$ cat src/rtl/core/cht_pkg.sv
package cht_pkg;

  // fixed field widths of the stream words
  localparam int unsigned CmdW    = 2;
  localparam int unsigned KeyW    = 20;
  localparam int unsigned DataW   = 32;
  localparam int unsigned StatusW = 2;
  localparam int unsigned BucketW = 6;
  localparam int unsigned CountW  = 7;

  // packed stream words, padded to whole bytes
  localparam int unsigned SDataW = 56;
  localparam int unsigned MDataW = 40;

  // bucket table size, tied to the bucket field width
  localparam int unsigned MaxBuckets = 64;

  // golden ratio constant with six decimal places
  localparam logic [KeyW-1:0] HashMult  = 20'd618033;
  localparam logic [KeyW-1:0] HashScale = 20'd1000000;

  // 1024 * HashMult mod HashScale, folds the upper half of the key
  localparam logic [KeyW-1:0] HashFold = 20'd865792;

  // reciprocals of the scale: floor(x / scale) = (x * recip) >> shift
  localparam logic [31:0] SumRecip   = 32'd2251799814;  // x below 2^31
  localparam int unsigned SumShift   = 51;
  localparam logic [31:0] ScaleRecip = 32'd70368745;    // x below 2^26
  localparam int unsigned ScaleShift = 46;

  localparam logic [CountW-1:0] CountReset = 7'd40;

  typedef enum logic [CmdW-1:0] {
    CmdClear  = 2'd0,
    CmdInsert = 2'd1,
    CmdSearch = 2'd2
  } cmd_e;

  typedef enum logic [StatusW-1:0] {
    StatusOk   = 2'd0,
    StatusMiss = 2'd1,
    StatusFull = 2'd2
  } status_e;

  typedef struct packed {
    logic              start;
    logic [KeyW-1:0]   key;
    logic [CountW-1:0] count;
  } hash_req_t;

  typedef struct packed {
    logic               done;
    logic [BucketW-1:0] bucket;
  } hash_rsp_t;

endpackage

$ cat src/rtl/core/cht_hash_unit.sv
module cht_hash_unit (
  input  logic               clk_i,
  input  logic               rst_ni,
  input  cht_pkg::hash_req_t req_i,
  output cht_pkg::hash_rsp_t rsp_o
);

  localparam int unsigned KeyW    = cht_pkg::KeyW;
  localparam int unsigned BucketW = cht_pkg::BucketW;
  localparam int unsigned CountW  = cht_pkg::CountW;
  localparam int unsigned HalfW   = KeyW / 2;
  localparam int unsigned OpW     = 32;
  localparam int unsigned ProdW   = 2 * OpW;
  // quotient of the key sum by the scale stays below 2^11
  localparam int unsigned QuoW    = 11;

  typedef enum logic [2:0] {
    StIdle,
    StSumHi,   // upper key half times the folded constant
    StSumLo,   // add lower key half times the constant
    StQuot,    // sum divided by the scale, via reciprocal
    StFrac,    // sum minus quotient times scale
    StScale,   // fraction times bucket count
    StBucket   // scaled fraction divided by the scale
  } state_e;

  state_e             state_q;
  logic [KeyW-1:0]    key_q;
  logic [CountW-1:0]  m_q;
  logic [OpW-1:0]     acc_q;
  logic [QuoW-1:0]    quo_q;
  logic               done_q;
  logic [BucketW-1:0] bucket_q;

  logic [OpW-1:0]    op_a;
  logic [OpW-1:0]    op_b;
  logic [ProdW-1:0]  prod;
  logic [CountW-1:0] m_clamp;

  // operand select for the shared multiplier
  always_comb begin
    unique case (state_q)
      StSumHi: begin
        op_a = OpW'(key_q[KeyW-1:HalfW]);
        op_b = OpW'(cht_pkg::HashFold);
      end
      StSumLo: begin
        op_a = OpW'(key_q[HalfW-1:0]);
        op_b = OpW'(cht_pkg::HashMult);
      end
      StQuot: begin
        op_a = acc_q;
        op_b = cht_pkg::SumRecip;
      end
      StFrac: begin
        op_a = OpW'(quo_q);
        op_b = OpW'(cht_pkg::HashScale);
      end
      StScale: begin
        op_a = acc_q;
        op_b = OpW'(m_q);
      end
      StBucket: begin
        op_a = acc_q;
        op_b = cht_pkg::ScaleRecip;
      end
      default: begin
        op_a = '0;
        op_b = '0;
      end
    endcase
  end

  // shared multiplier
  assign prod = ProdW'(op_a) * ProdW'(op_b);

  always_comb begin
    if (req_i.count == '0) begin
      m_clamp = CountW'(1);
    end else if (req_i.count > CountW'(cht_pkg::MaxBuckets)) begin
      m_clamp = CountW'(cht_pkg::MaxBuckets);
    end else begin
      m_clamp = req_i.count;
    end
  end

  always_ff @(posedge clk_i or negedge rst_ni) begin
    if (!rst_ni) begin
      state_q  <= StIdle;
      key_q    <= '0;
      m_q      <= '0;
      acc_q    <= '0;
      quo_q    <= '0;
      done_q   <= 1'b0;
      bucket_q <= '0;
    end else begin
      done_q <= (state_q == StBucket);
      unique case (state_q)
        StIdle: begin
          if (req_i.start) begin
            key_q   <= req_i.key;
            m_q     <= m_clamp;
            state_q <= StSumHi;
          end
        end
        StSumHi: begin
          acc_q   <= prod[OpW-1:0];
          state_q <= StSumLo;
        end
        StSumLo: begin
          acc_q   <= acc_q + prod[OpW-1:0];
          state_q <= StQuot;
        end
        StQuot: begin
          quo_q   <= prod[cht_pkg::SumShift +: QuoW];
          state_q <= StFrac;
        end
        StFrac: begin
          // remainder is the fraction; now scale it by m
          acc_q   <= acc_q - prod[OpW-1:0];
          state_q <= StScale;
        end
        StScale: begin
          acc_q   <= prod[OpW-1:0];
          state_q <= StBucket;
        end
        StBucket: begin
          bucket_q <= prod[cht_pkg::ScaleShift +: BucketW];
          state_q  <= StIdle;
        end
        default: begin
          state_q <= StIdle;
        end
      endcase
    end
  end

  assign rsp_o.done   = done_q;
  assign rsp_o.bucket = bucket_q;

endmodule

$ cat config.mk
export PLATFORM = sky130hd
export DESIGN_NAME = cht_hash_unit
export DESIGN_NICKNAME = d
export VERILOG_FILES = /design/src/rtl/core/cht_pkg.sv /design/src/rtl/core/cht_hash_unit.sv
export SDC_FILE = /design/constraint.sdc
export NUM_CORES = 2
export LEC_CHECK = 0
export BUFFER_PORTS_ARGS = -buffer_cell sky130_fd_sc_hd__clkbuf_2
export CAP_MARGIN = 5
export CORE_MARGIN = 3
export CORE_UTILIZATION = 55
export CTS_CLUSTER_SIZE = 12
export DETAILED_ROUTE_END_ITERATION = 10
export PLACE_DENSITY = 0.71
export SKIP_LAST_GASP = 1
export SLEW_MARGIN = 5
export SYNTH_ARGS = -nofsm -noshare
export SYNTH_HDL_FRONTEND = slang
export SYNTH_SLANG_ARGS = --single-unit
$ cat constraint.sdc
create_clock -name clk_i -period 14.6 [get_ports clk_i]
set_input_delay 2.19 -clock clk_i [delete_from_list [all_inputs] [get_ports clk_i]]
set_output_delay 2.19 -clock clk_i [all_outputs]
set_load 0.1 [all_outputs]
# Yosys cells after proc, flatten, opt, wreduce, memory -nomap -nowiden
# Cells that the tools add are included.
# W data, S select, Z words.
word_totals:
  regBits: 80
  inputBits: 30
  output_inout_bits: 7
  wordCells: 31
classes:
  add_sub_neg: 2
  multipliers: 1
  order_cmp: 1
  eq_ne: 7
  muxes: 7
  reduce_logical: 6
op_table:
  columns: ["operator", "count"]
  rows:
  - ["$pmux W32 S6", 1]
  - ["$pmux W32 S4", 1]
  - ["$pmux W32 S3", 1]
  - ["$mul A32 B32 Y62", 1]
  - ["$add A32 B32 Y32", 1]
  - ["$sub A32 B32 Y32", 1]
  - ["$pmux W3 S6", 1]
  - ["$mux W7", 2]
  - ["$eq A3 B3 Y1 const B", 3]
  - ["$gt A7 B7 Y1 const B", 1]
  - ["$logic_not A7 Y1", 1]
  - ["$eq A3 B2 Y1 const B", 2]
  - ["$eq A3 B1 Y1 const B", 1]
  - ["$logic_not A3 Y1", 1]
  - ["$mux W3", 1]
  - ["$reduce_bool A3 Y1", 1]
  - ["$reduce_or A3 Y1", 1]
  - ["$ne A2 B2 Y1 const B", 1]
  - ["$reduce_and A2 Y1", 1]
  - ["$reduce_or A2 Y1", 1]

# Longest topological paths before layout
depth:
  depth_word: 6
  depth_mapped: 46
  mapped_depth_nobuf: 42

# Least setup slack after synthesis
# No wires, ideal clock.
synth_timing:
  path_type: "register -> register"
  from: "register state_q[1]"
  to: "register acc_q[31]"
  setup_time_ns: 0.080
  arrival_ns: 10.305
  required_time_ns: 14.520
  setup_slack_ns: 4.215
  path_stages_with_launch: 44
  path_buffers: 5
  synth_period_minus_slack_ns: 10.385
  path_cell_list: "dfrtp_1 > buf_4 > clkbuf_1 > nor2b_1 > clkbuf_1 > a22oi_1 > nor2_1 > a21o_1 > a21oi_1 > clkbuf_1 > nor2_1 > fa_1 > fa_1 > fa_1 > inv_1 > fa_1 > inv_1 > fa_1 > (+8 left out) > nor2_1 > and3_1 > a211oi_2 > xor2_1 > nand4_1 > nor4_2 > nand4_1 > nor2_1 > nor2_1 > xor2_1 > ha_1 > a21o_1 > a21o_1 > o211a_1 > a311oi_1 > and3b_4 > mux4_2 > nor3_2"
synth_via:
  elab_chain_cells: 6
  word_cells_on_any_way: 15
  classes_between: "2 x add/sub; 1 x mul; 6 x eq/ne; 3 x mux; 3 x reduce/logical"
synth_lines:
  columns: ["item", "line", "rtl"]
  rows:
  - ["from (decl)", "cht_hash_unit.sv:27", "state_e state_q;"]
  - ["from (signal assigned)", "cht_hash_unit.sv:89", "state_q <= StIdle;"]
  - ["from (signal assigned)", "cht_hash_unit.sv:103", "state_q <= StSumHi;"]
  - ["from (signal assigned)", "cht_hash_unit.sv:108", "state_q <= StSumLo;"]
  - ["$eq A3 B3 Y1 (tied with other cells)", "cht_hash_unit.sv:42", "unique case (state_q)"]
  - ["$reduce_or A3 Y1 (no line)", null, null]
  - ["$pmux W32 S4", "cht_hash_unit.sv:42", null]
  - ["$mul A32 B32 Y62", "cht_hash_unit.sv:75", "assign prod = ProdW'(op_a) * ProdW'(op_b);"]
  - ["$sub A32 B32 Y32 / $add A32 B32 Y32 (equally long branches)", "cht_hash_unit.sv:120, cht_hash_unit.sv:111", null]
  - ["$pmux W32 S3", "cht_hash_unit.sv:98", "unique case (state_q)"]
  - ["to (signal assigned)", "cht_hash_unit.sv:107", "acc_q <= prod[OpW-1:0];"]
  - ["to (signal assigned)", "cht_hash_unit.sv:120", "acc_q <= acc_q - prod[OpW-1:0];"]
  - ["to (signal assigned)", "cht_hash_unit.sv:124", "acc_q <= prod[OpW-1:0];"]
  - ["to (decl)", "cht_hash_unit.sv:30", "logic [OpW-1:0] acc_q;"]
# Several ways; a longest one is shown, not always the timed one.
# A chain may end at the register's enable or synchronous reset.

# Worst setup path after layout
# Ends and elaborated chain as after synthesis.

==> flow_metrics.py <==
metrics = {
    "hold_path": {
        "hold_path_class": "reg -> reg",
        "min_path_cells": 2,
        "hp-start": "key_q[0]",
        "holdPathEnd": "key_q[0]",
    },
    "critical_path": {
        "critPathArrivalTime_ns": 12.53,
        "crit_slowest_cell": "nor2b_1",
        "rr_endpoint": "acc_q[31]",
        "required_ns": 14.86,
        "r2r_cells": 40,
        "crit_fanout": 18,
        "cp_common_cell": "fa_1",
        "rrSetupSlack_ns": 2.33,
        "endpoint_kind": "flip-flop",
        "worstReg2RegStart": "state_q[1]",
        "slowest_delay_ns": 0.71,
        "cp-start-kind": "flip-flop",
        "crit_type": "reg -> reg",
    },
    "yosys": {
        "ys_top_cells_by_area": "fa_1 44%, ha_1 14%, inv_1 10%",
        "synth-edff-count": 0,
        "syn-instance-count": 3471,
        "yosys.area.top_type_share_pct": 43.5,
        "synth.distinct_cells": 88,
        "synth-main-ff-cell": "dfrtp_1",
        "yosys.area.top_type": "fa_1",
        "yosysWarnings": 0,
        "synth_area_per_cell_um2": 8.97,
        "async_reset_ff_share_pct": 100,
        "yosysSeqAreaShare_pct": 6.43,
        "synth_area_um2": 31100,
        "yosys-top-cells-count": "828 x inv_1, 677 x fa_1, 431 x nand2_1",
        "ys_ff_latch": 80,
        "synth_most_common_cell": "inv_1",
    },
    "clock_tree": {
        "cts_buffers": 9,
        "clkTransAtPathRegs_ns": 0.06,
        "cts_htree_levels": 3,
        "cts_max_path_buffers": 2,
        "cts_tree": "built",
        "ctsResizeCount": 0,
        "clock-sinks": 80,
        "post_cts.repair.setup_buffers": 0,
        "clk_latency_ns": 0.34,
        "cts-root-buf": "clkbuf_16",
        "postCtsHoldBufs": 0,
    },
    "placed_design": {
        "portBuffers": 36,
        "gp_congestion": 0.984,
        "dp_hpwl_mm": 79.4,
        "dp.cells": 4229,
        "dpl_cell_area_um2": 32200,
    },
    "floorplan": {
        "initial_core_util_pct": 56.1,
        "chipWidth_um": 244,
        "design.core.area_um2": 55500,
        "std_cell_rows": 86,
        "die_area_um2": 59500,
        "die_y_um": 244,
        "io_pins": 37,
    },
    "finish": {
        "nets": 4557,
        "drive_gt1_share_pct": 3.66,
        "fillers": 5012,
        "area_delta_synth_final_pct": 4.53,
        "design_area_um2": 32500,
        "finalNonFillerCells": 4245,
        "diodes": 0,
    },
    "grt": {
        "grt_use_total_pct": 32.3,
        "grt_overflow": 0,
        "grt_pass1_vias": 24600,
        "grt_pass1_wl_mm": 145,
        "antenna_found_initial": 1,
        "grt_start_max_net_pins": 63,
    },
    "timing": {
        "final_max_slew_viol_count": 0,
        "hold_slack_ns": 0.476,
        "finalCriticalPeriod_ns": 12.27,
        "finalCritPeriodShare_pct": 84.0,
        "hold_viol_final": 0,
        "timing.fmax_mhz": 81.5,
        "skew_ns": 0.00732,
        "setup_tns_ns": 0,
        "setup_viol_count_final": 0,
        "worst_pin_slew_ns": 1.39,
        "rsz0062_at_grt": "false",
        "max_slew_margin_pct": 7.40,
    },
    "detailed_routing": {
        "drcViolationCount": 0,
        "totalWireLength_mm": 92.9,
        "vias_per_cell": 5.62,
        "antenna_left": 0,
        "vias": 23900,
        "first_pass_iters": 6,
        "post_drt_wl_per_cell_um": 21.9,
        "drt_iter0_drc": 2469,
    },
    "status": {
        "status": "complete, no violations",
    },
    "flow_run": {
        "maxCapViolCount": 0,
    },
}
cell usage in the layout (no fill, tap or decap), types with 8 or more instances in the layout:
master	count
inv_1	828
and3_1	26
o21a_1	11
clkbuf_16	9
a21o_1	41
a22oi_1	13
ha_1	358
buf_4	35
conb_1	63
and2_1	30
nand2_1	431
a21oi_1	109
nor2_1	280
nor2b_1	15
or3_1	8
o21ai_0	78
fa_1	677
xnor2_1	52
nand2b_1	20
o21bai_1	12
o211ai_1	14
nor3_1	17
dfrtp_1	80
nand4_1	19
a31oi_1	18
xor2_1	43
clkbuf_2	35
a211oi_1	15
nand3_1	28
worst max-delay path, delay by kind of cell (launching register included):
family                     cells  cell delay, ns
AOI/OAI and AO/OA              8            2.01
xor gates and xnor gates       2            0.40
adders and majority gates     10            4.51
buffers and inverters          7            0.57
DFF                            1            0.69
muxes                          1            0.50
and+or+nand+nor               12            3.52
per-layer routing:
| layer | share of wire, % | up-vias | GRT usage [%] | routed length (um) |
|---|---|---|---|---|
| met2 | 43 | 1133 | 48.3 | 40100 |
| met3 | 11 | 203 | 7.50 | 10400 |
| li1 | - | 10600 | - | - |
| met1 | 42 | 11900 | 46.8 | 38800 |
| met5 | 0 | - | 0 | 0 |
| met4 | 4.0 | 0 | 10.4 | 3720 |
area by class of cell:
type / count / area [um^2] / share of cell area [%]
multi-input cells: 2502 / 25700 / 79.1
inverters: 829 / 3110 / 9.56
flip-flops and latches: 80 / 2000 / 6.15
well taps: 748 / 936 / 2.88
repair buffers: 70 / 438 / 1.35
clock buffers: 13 / 270 / 0.831
clock inverters: 3 / 47.5 / 0.146
flip-flops by register name, summed over array words and instances (netlist names):
name,cells
acc_q,32
bucket_q,6
done_q,1
key_q,20
m_q,7
quo_q,11
state_q,3
worst max path at each step:
stage	from	endpoint	slack [ns]	cells after the start
6_report	state_q[1]	acc_q[31]	2.33	40
5_1_grt	state_q[1]	acc_q[31]	1.70	40
4_1_cts	state_q[0]	acc_q[31]	2.55	38
3_5_place_dp	state_q[0]	acc_q[31]	2.65	38
3_3_place_gp	state_q[0]	acc_q[31]	2.75	38
2_1_floorplan	state_q[1]	acc_q[31]	4.21	43
logic make-up (layout without fill, tap and decap cells):
family	after synthesis	after routing	share of synthesized area, %
adders and majority gates	1035	1035	57.9
buffers and inverters	950	915	11.7
and+or+nand+nor	917	917	12.9
AOI/OAI and AO/OA	387	387	8.15
xor gates and xnor gates	95	95	2.67
DFF	80	80	6.43
muxes	5	5	0.205
other	2	63	0.0241
per-stage QoR:
stage,worst slack (ns),utilization (%)
2_1_floorplan,4.21,-
6_report,2.33,58.6
4_1_cts,2.55,58.6
3_3_place_gp,2.75,58.0
5_1_grt,1.70,58.6
3_5_place_dp,2.65,58.0
Power is not shown: default switching activity piles up to over one toggle a cycle in this logic, so the estimate is an artifact.
