### config.mk
export PLATFORM = sky130hd
export DESIGN_NAME = cht_ram
export DESIGN_NICKNAME = d
export VERILOG_FILES = /design/src/rtl/core/cht_ram.sv
export SDC_FILE = /design/constraint.sdc
export NUM_CORES = 1
export LEC_CHECK = 0
export BUFFER_PORTS_ARGS = -buffer_cell sky130_fd_sc_hd__clkbuf_2
export CORE_ASPECT_RATIO = 1.5
export CORE_MARGIN = 2
export CORE_UTILIZATION = 62
export DETAILED_ROUTE_END_ITERATION = 8
export GPL_TIMING_DRIVEN = 1
export PLACE_DENSITY = 0.79
export SYNTH_ARGS = -nofsm -noshare
export SYNTH_HDL_FRONTEND = slang
export SYNTH_SLANG_ARGS = --single-unit
### constraint.sdc
create_clock -name clk_i -period 2.61 [get_ports clk_i]
set_input_delay 0.261 -clock clk_i [delete_from_list [all_inputs] [get_ports clk_i]]
set_output_delay 0.261 -clock clk_i [all_outputs]
set_load 0.05 [all_outputs]
### src/rtl/core/cht_ram.sv
module cht_ram #(
  parameter int unsigned WIDTH = 8,
  parameter int unsigned DEPTH = 64
) (
  input  logic                                   clk_i,
  input  logic                                   we_i,
  input  logic [(DEPTH > 1 ? $clog2(DEPTH) : 1)-1:0] waddr_i,
  input  logic [WIDTH-1:0]                       wdata_i,
  input  logic [(DEPTH > 1 ? $clog2(DEPTH) : 1)-1:0] raddr_i,
  output logic [WIDTH-1:0]                       rdata_o
);

  logic [WIDTH-1:0] mem_q [DEPTH];

  always_ff @(posedge clk_i) begin
    if (we_i) begin
      mem_q[waddr_i] <= wdata_i;
    end
    rdata_o <= mem_q[raddr_i];
  end

endmodule

# After elaboration in Yosys (flattened, before gate mapping)
# Memories as Yosys holds them, arrays and structs flattened. A register that Yosys moved wholly into a read port is not among the register bits.
# Cells that the tools add are included.
# Widths: inputs -> output; s select.
[word_totals]
ram_bits = 512
out_inout_bits = 8
mem_count = 1
reg_bits = 0
[memory_table]
columns = ["memory", "words", "word_bits", "read_ports", "rd_clocked_by_memory_dff", "write_ports", "line", "text"]
rows = [
  ["mem_q", 64, 8, 1, 1, 1, "13", "logic [WIDTH-1:0] mem_q [DEPTH];"],
]
[classes]
muxes = 2
[op_table]
columns = ["cell", "n"]
rows = [
  ["$mux 1", 2],
]

# Depth between registers and ports, before layout
# Gate-level depths: netlist of run 1.
[depth]
depth_word = 2
depth_mapped = 9
ltp_nobuf = 5

# Least setup slack after synthesis of run 1
# OpenSTA, ideal clock, no wires.
[synth_timing]
kind = "input -> register"
startpoint = "in raddr_i[1] (netlist name)"
endpoint = "reg rdata_o[3] (read register of mem_q)"
t_required_ns = 2.482
setup_time_ns = 0.128
arrival_ns = 1.801
stages = 7
setup_slack_ns = 0.681
path_cell_list = "buf_4 > buf_2 > buf_2 > mux4_2 > mux4_2 > o21ai_1 > o41ai_1"
[synth_lines]
columns = ["element", "line", "text"]
rows = [
  ["start: declaration", "9", "input logic [(DEPTH > 1 ? $clog2(DEPTH) : 1)-1:0] raddr_i,"],
  ["end: declaration", "10", "output logic [WIDTH-1:0] rdata_o"],
]

==> key figures, run 1 <==
Drt
  • Number of vias per cell: 6.68
  • TritonRoute pass-1 iters: 6
  • DRC viols: 0
  • Antenna viol nets, final: 0
  • WL/cell: 30.0 um
  • Initial DRC count: 1319
  • Final WL: 45500 um
  • Vias: 10129

Hold path
  • Hold path cells: 3
  • Hold path endpoint: mem_q[55][7]$_DFFE_PP_
  • Min-Delay Path Class: in -> reg
  • Hold_sp: waddr_i[2]

Power
  • Pleak: 7.38 nW
  • Pwr Total: 16.9 mW
  • Cell Pwr Density: 737 nW/um2
  • Max IR drop VDD: 0.000611 V

Worst setup path
  • Worst r2r src: mem_q[16][6]$_DFFE_PP_
  • Max FO, Critical Path: 1
  • R2r setup slk: 0.46 ns
  • Startpoint types: flop
  • Setup crit end kind: flop
  • CP arrival: 2.57 ns
  • Critical path class: reg -> reg
  • Worst r2r dst: rdata_o[6]$_DFF_P_
  • Crit path required time: 3.03 ns
  • FF-to-FF path depth: 5

Timing
  • Setup TNS: 0 ns
  • Relative slew slack: 0.144
  • Final Max Slew Viols: 0
  • Setup WS post-layout: 0.457 ns
  • Fin. Hold Viols: 0
  • Max Clk Rate: 464 MHz
  • Fin crit share: 0.825
  • Endpoints failing setup: 0
  • Worst Tran Pin Value: 1.28 ns
  • Worst Skew: 0.0243 ns
  • Hold slack: 0.226 ns
  • RSZ-0062 raised after global routing: no
  • Minimum clock period: 2.15 ns

Clock network
  • CTS Sinks: 520
  • CTS max path bufs: 3
  • # H-tree levels: 2
  • CTS clk-pin slew, worst paths: 0.07 ns
  • Setup Buffers After CTS: 0
  • CTS Root Cell: clkbuf_16
  • Number of CTS-inserted buffers: 44
  • CTS resizes: 0
  • CTS tree: built
  • Clk_lat worst skew: 0.56 ns
  • Post-CTS Hold Buffers: 0

Logic synthesis
  • Synth area leader: edfxtp_1
  • Ys Warns: 0
  • Synth top area share: 0.762
  • Post-Syn Nets: 962
  • Number of synthesized flops with an enable pin: 512
  • Synth Cell Area: 20200 um2
  • Mapped Cells: 940
  • Distinct cells, synth: 40
  • Synth Register Bits: 520
  • Most area-consuming cells after synthesis: edfxtp_1 76%, mux4_2 14%, nor2_1 1.5%, mux2i_1 1.1%, dfxtp_1 0.79%
  • Sequential area share after synthesis: 0.770
  • Async set or reset register ratio after synthesis: 0
  • Mean post-synth cell area: 21.5 um2
  • Top FF cell, synth: edfxtp_1

Place
  • Setup WS pre-CTS: 0.0788 ns
  • I/O Buffers: 29
  • Area after DPL: 21400 um2
  • RD Place Congestion: 0.832
  • Placed cell count: 1435
  • Detailed Place HPWL: 28300 um

Die
  • Die width: 151 um
  • Die Height: 225 um
  • Num ports: 30
  • Core Footprint: 31900 um2
  • Die area: 34000 um2
  • Initial Util: 0.632
  • Std cell rows: 80

Cells and area
  • Filler cells: 1738
  • Most common cell after layout, fill and taps aside: edfxtp_1
  • Layout cells sized above 1: 0.307
  • Nets: 1093
  • Final Non-Filler Cells: 1516
  • Area Growth Syn to Fin: 13.5%
  • Commonest non-fill, non-tap cells in the layout: 512 x edfxtp_1, 126 x mux4_2, 101 x buf_4
  • Final instance area: 22900 um2
  • Area taken by multi-input logic gates: 4320 um2
  • Register Area: 15500 um2
  • Final design utilization: 0.717

Flow run
  • Max Cap Viol: 0

GRT
  • GRT Total Usage: 0.280
  • Antenna violations before repair: 2
  • Vias in the first global route: 10256
  • Congestion Overflow GR: 0
  • First-pass GRT wire length: 66800 um
  • Pin count of the biggest net entering global routing: 65

Status
  • Status: finished clean
area by class of cell:
type | count | share of cell area
sequential | 520 | 0.679
tap | 410 | 0.0224
antenna | 1 | 0.000109
timing repair buffer | 136 | 0.0464
multi-input combinational | 369 | 0.189
clock buffer | 53 | 0.0509
clock inverter | 27 | 0.0131
synthesized netlist by cell type, types with 2 or more instances:
master	number
edfxtp_1	512
mux4_2	126
nor2_1	83
mux2i_1	23
nand2_1	19
clkbuf_1	17
nor2b_1	14
buf_4	13
mux2_2	13
nand3_1	13
buf_2	11
dfxtp_1	8
o221ai_1	8
o22ai_1	8
nand2b_1	7
nor3_1	7
a221oi_1	6
a211oi_1	4
buf_1	4
buf_6	4
a21oi_1	3
a22oi_1	3
nand3b_1	3
o2111ai_1	3
o2bb2ai_1	3
a2111oi_0	2
buf_12	2
nand4_1	2
nor4_1	2
o21a_1	2
o21ai_0	2
o21ai_1	2
o221a_2	2
o32ai_1	2
o41ai_1	2
layer usage:
metal,part of all wire,up-vias,track usage
met2,0.52,568,0.470
met5,0.00022,-,0
met4,0.044,2,0.104
li1,-,4179,-
met1,0.35,5261,0.373
met3,0.082,119,0.0460
report_power, final:
part | internal [mW] | switching [mW] | total (mW)
Sequential | 9.24 | 0.0293 | 9.27
Combinational | 0.354 | 0.583 | 0.937
Clock | 3.80 | 2.88 | 6.68
cells by family after synthesis:
group,synth area share
flip-flops,0.770
multiplexers,0.159
AND/OR/NAND/NOR,0.0339
AO/OA/AOI/OAI,0.0207
buffers and inverters,0.0157
registers in the layout (all words and copies together) (netlist names):
| signal | count |
|---|---|
| mem_q | 512 |
| rdata_o | 8 |
worst max path at each step:
stage	start	to	slack (ns)	cells after the start
3_5_place_dp	raddr_i[0]	rdata_o[6]$_DFF_P_	0.08	7
4_1_cts	mem_q[29][6]$_DFFE_PP_	rdata_o[6]$_DFF_P_	0.48	5
2_1_floorplan	raddr_i[1]	rdata_o[3]$_DFF_P_	0.68	7
5_1_grt	mem_q[21][6]$_DFFE_PP_	rdata_o[6]$_DFF_P_	0.41	5
6_report	mem_q[16][6]$_DFFE_PP_	rdata_o[6]$_DFF_P_	0.46	5
3_3_place_gp	raddr_i[0]	rdata_o[6]$_DFF_P_	0.10	7
worst max-delay path, stage by stage (launching register included):
cell and delay [ns]:
edfxtp_1 0.38, mux4_2 0.46, mux2_2 0.30, o221a_2 0.28, nor3_1 0.44, o32ai_1 0.16
Power figures use the tool's default switching activity.
==> inputs of run 2 (changes only) <==
--- a/config.mk
+++ b/config.mk
@@ -5,13 +5,14 @@
 export SDC_FILE = /design/constraint.sdc
 export NUM_CORES = 1
 export LEC_CHECK = 0
+export ABC_AREA = 1
 export BUFFER_PORTS_ARGS = -buffer_cell sky130_fd_sc_hd__clkbuf_2
 export CORE_ASPECT_RATIO = 1.5
 export CORE_MARGIN = 2
-export CORE_UTILIZATION = 62
+export CORE_UTILIZATION = 57
 export DETAILED_ROUTE_END_ITERATION = 8
 export GPL_TIMING_DRIVEN = 1
-export PLACE_DENSITY = 0.79
+export PLACE_DENSITY = 0.76
 export SYNTH_ARGS = -nofsm -noshare
 export SYNTH_HDL_FRONTEND = slang
 export SYNTH_SLANG_ARGS = --single-unit
==> constraint.sdc (replaced) <==
create_clock -name clk_i -period 1.8 [get_ports clk_i]
set_input_delay 0.18 -clock clk_i [delete_from_list [all_inputs] [get_ports clk_i]]
set_output_delay 0.18 -clock clk_i [all_outputs]
set_load 0.05 [all_outputs]
==> run 2 against run 1 <==
Compared with the run above:
- combinational power is 87% higher
- register-to-register slack better by 0.03 ns
- hold slack worse by 0.18 ns
- area after synthesis is 5.8% higher
- critical endpoint is now rdata_o[1]
- first-iteration DRC count is 29% higher
- non-clock buffer count is 20 higher
- final area is 4.9% higher
- core utilization is 6.4 points lower
- via count is 40% higher
- largest power group unchanged
- critical path depth is 4 lower
- wire length is 17% higher
- sequential power is 45% higher
==> key figures, run 2 <==
Worst setup path
  • Critical Path Sink: rdata_o[1] (was rdata_o[6]$_DFF_P_)
  • Worst r2r dst: rdata_o[3]$_DFF_P_ (was rdata_o[6]$_DFF_P_)
  • CP arrival: 1.29 ns (was 2.57 ns)
  • Setup crit start: rdata_o[1]$_DFF_P_ (was mem_q[16][6]$_DFFE_PP_)
  • Worst r2r src: mem_q[51][3]$_DFFE_PP_ (was mem_q[16][6]$_DFFE_PP_)
  • Crit path cell chain: clkbuf_2 (was mux4_2, mux2_2, o221a_2, nor3_1, o32ai_1)
  • Critical path class: reg -> out (was reg -> reg)
  • R2r setup slk: 0.49 ns (was 0.46 ns)
  • Crit-path slowest cell: dfxtp_1 (was mux4_2)
  • Crit path required time: 1.62 ns (was 3.03 ns)
  • Largest stage delay, worst path: 0.41 ns (was 0.46 ns)
  • Max FO, Critical Path: 1 (unchanged)
  • FF-to-FF path depth: 8 (was 5)
  • CP top delay family: flip-flops (was multiplexers)
  • Startpoint types: flop (unchanged)
  • Setup crit end kind: output port (was flop)
  • CP Depth: 1 (was 5)
  • Buf/Inv on CP: 1 (was 0)

Status
  • Status: finished clean (unchanged)

Timing
  • Worst Tran Pin Value: 0.809 ns (was 1.28 ns)
  • Minimum clock period: 1.47 ns
  • Fin crit share: 0.814
  • Fin. Hold Viols: 0 (unchanged)
  • Final Max Slew Viols: 0 (unchanged)
  • RSZ-0062 raised after global routing: no (unchanged)
  • Endpoints failing setup: 0 (unchanged)
  • Worst Skew: 0.0197 ns (was 0.0243 ns)
  • Relative slew slack: 0.461 (was 0.144)
  • Max Clk Rate: 682 MHz

Clock network
  • CTS Root Cell: clkbuf_16 (unchanged)
  • CTS clk-pin slew, worst paths: 0.07 ns (about the same)
  • Post-CTS Hold Buffers: 0 (unchanged)
  • # H-tree levels: 2 (unchanged)
  • Number of CTS-inserted buffers: 45 (was 44)
  • Clk_lat worst skew: 0.57 ns (was 0.56 ns)
  • CTS tree: built (unchanged)
  • CTS Sinks: 520 (unchanged)
  • Setup Buffers After CTS: 0 (unchanged)
  • CTS max path bufs: 3 (unchanged)
  • CTS resizes: 0 (unchanged)

Logic synthesis
  • Top cells by count, synth: 648 x nand2_1, 512 x edfxtp_1, 439 x nand3_1 (was 512 x edfxtp_1, 126 x mux4_2, 83 x nor2_1)
  • Async set or reset register ratio after synthesis: 0 (unchanged)
  • Synth Cell Area: 21300 um2 (was 20200 um2)
  • Top-count cell post-synth: nand2_1 (was edfxtp_1)
  • Synth Register Bits: 520 (unchanged)
  • Post-Syn Nets: 1827 (was 962)
  • Distinct cells, synth: 16 (was 40)
  • Ys Warns: 0 (unchanged)
  • Synth top area share: 0.720 (was 0.762)
  • Most area-consuming cells after synthesis: edfxtp_1 72%, nand2_1 11%, nand3_1 10%, buf_6 1.8%, nor2_1 0.99% (was edfxtp_1 76%, mux4_2 14%, nor2_1 1.5%, mux2i_1 1.1%, dfxtp_1 0.79%)
  • Mapped Cells: 1805 (was 940)
  • Sequential area share after synthesis: 0.728 (was 0.770)
  • Mean post-synth cell area: 11.8 um2 (was 21.5 um2)
  • Number of synthesized flops with an enable pin: 512 (unchanged)
  • Synth area leader: edfxtp_1 (unchanged)
  • Top FF cell, synth: edfxtp_1 (unchanged)

Cells and area
  • Largest Register: mem_q (unchanged)
  • Nets: 1917 (was 1093)
  • # diodes: 0 (was 1)
  • Filler cells: 2666 (was 1738)
  • Most common cell after layout, fill and taps aside: nand2_1 (was edfxtp_1)
  • Final Non-Filler Cells: 2414 (was 1516)
  • Area Growth Syn to Fin: 12.6% (was 13.5%)
  • Number of flip-flops in the largest register: 512 (unchanged)
  • Largest registers: mem_q x512, rdata_o x8 (unchanged)
  • Layout cells sized above 1: 0.119 (was 0.307)
  • Commonest non-fill, non-tap cells in the layout: 648 x nand2_1, 512 x edfxtp_1, 439 x nand3_1 (was 512 x edfxtp_1, 126 x mux4_2, 101 x buf_4)
  • Final design utilization: 0.653 (was 0.717)

Hold path
  • Min-Delay Path Class: in -> reg (unchanged)

Drt
  • Antenna viol nets, final: 0 (unchanged)
  • Final WL: 53300 um (was 45500 um)
  • Number of vias per cell: 5.89 (was 6.68)
  • Initial DRC count: 1702 (was 1319)
  • Vias: 14230 (was 10129)
  • WL/cell: 22.1 um (was 30.0 um)
  • DRC viols: 0 (unchanged)
  • TritonRoute pass-1 iters: 5 (was 6)

Power
  • Max IR drop VDD: 0.000827 V (was 0.000611 V)
  • Cell Pwr Density: 1030 nW/um2 (was 737 nW/um2)
  • Pint: 19.2 mW (was 13.4 mW)
  • Psw: 5.55 mW (was 3.49 mW)
  • Switching Share: 0.224 (was 0.207)
  • Clk pwr share: 0.387 (was 0.396)
  • Reg power frac: 0.542 (was 0.549)
  • Logic gate share of total power: 0.071 (was 0.055)
  • Pwr Total: 24.8 mW (was 16.9 mW)
  • Pleak: 8.86 nW (was 7.38 nW)

Die
  • Die width: 162 um (was 151 um)
  • Initial Util: 0.580 (was 0.632)
  • Num ports: 30 (unchanged)
  • Die Height: 241 um (was 225 um)
  • Core Footprint: 36800 um2 (was 31900 um2)
  • Std cell rows: 86 (was 80)
  • Die area: 39000 um2 (was 34000 um2)

GRT
  • Pin count of the biggest net entering global routing: 65 (unchanged)
  • Congestion Overflow GR: 0 (unchanged)
  • Vias in the first global route: 14105 (was 10256)
  • First-pass GRT wire length: 81100 um (was 66800 um)
  • GRT Total Usage: 0.278 (was 0.280)
  • Antenna violations before repair: 0 (was 2)

Flow run
  • Max Cap Viol: 0 (unchanged)

Place
  • I/O Buffers: 29 (unchanged)
  • Detailed Place HPWL: 32300 um (was 28300 um)
  • Placed cell count: 2332 (was 1435)
  • RD Place Congestion: 0.884 (was 0.832)
[run 2: cell count changes after synthesis, sizes merged, moves of 14 or more]
cell and change:
buf +64, mux2i -23, mux4 -126, nand2 +629, nand3 +426, nor2 -27, nor2b -14
[run 2: routing by layer]
layer,global-route usage,part of all wire,up-vias,wire length (um)
met2,0.484,0.51,682,27300
met3,0.0390,0.079,139,4230
met4,0.121,0.043,0,2270
li1,-,-,6521,-
met1,0.348,0.37,6888,19500
met5,0,0,-,0
[run 2: worst min-delay path, delay by kind of cell]
kind	cells	cell delay [ns]
buffers and inverters	1	0.21
and+or+nand+nor	2	0.17
[run 2: final cells by class]
| cell class | count | area [um2] | area share |
|---|---|---|---|
| Inverter | 12 | 52.6 | 0.00219 |
| Timing Repair Buffer | 156 | 1420 | 0.0591 |
| Clock inverter | 27 | 220 | 0.00917 |
| Clock buffer | 55 | 1250 | 0.0519 |
| Multi-Input combinational cell | 1160 | 4950 | 0.206 |
| Tap cell | 484 | 606 | 0.0252 |
| Sequential cell | 520 | 15500 | 0.647 |
[run 2: worst min-delay path by stage]
stage	start	end	slack [ns]	depth (start not counted)
after floorplan	wdata_i[0]	mem_q[0][0]$_DFFE_PP_	0.28	0
after global placement	raddr_i[5]	rdata_o[5]$_DFF_P_	0.61	3
after detailed placement	raddr_i[5]	rdata_o[5]$_DFF_P_	0.61	3
after CTS	raddr_i[5]	rdata_o[5]$_DFF_P_	0.009	3
after global routing	raddr_i[5]	rdata_o[2]$_DFF_P_	0.04	3
final	raddr_i[5]	rdata_o[5]$_DFF_P_	0.04	3
[run 2: per-stage QoR]
step | area, um2 | worst slack [ns] | hold WS [ns] | setup TNS (ns)
floorplan | 21300 | -0.146 | 0.279 | -9.35
global placement | 22600 | 0.167 | 0.613 | 0
detailed placement | 22600 | 0.139 | 0.609 | 0
CTS | 24000 | 0.341 | 0.00938 | 0
global route | 24000 | 0.322 | 0.0375 | 0
finish | 24000 | 0.334 | 0.0418 | 0
[run 2: cells by family after synthesis]
| logic type | share of synthesized area |
|---|---|
| and+or+nand+nor | 0.232 |
| buffers and inverters | 0.0402 |
| DFF | 0.728 |
[run 2: power groups by stage]
stage	logic [mW]	clock network [mW]	registers [mW]
after global placement	1.70	0	13.7
final	1.75	9.60	13.4
after floorplan	0.942	0	13.8
after detailed placement	1.73	0	13.7
after global routing	1.89	10.1	13.4
after CTS	1.74	9.70	13.4
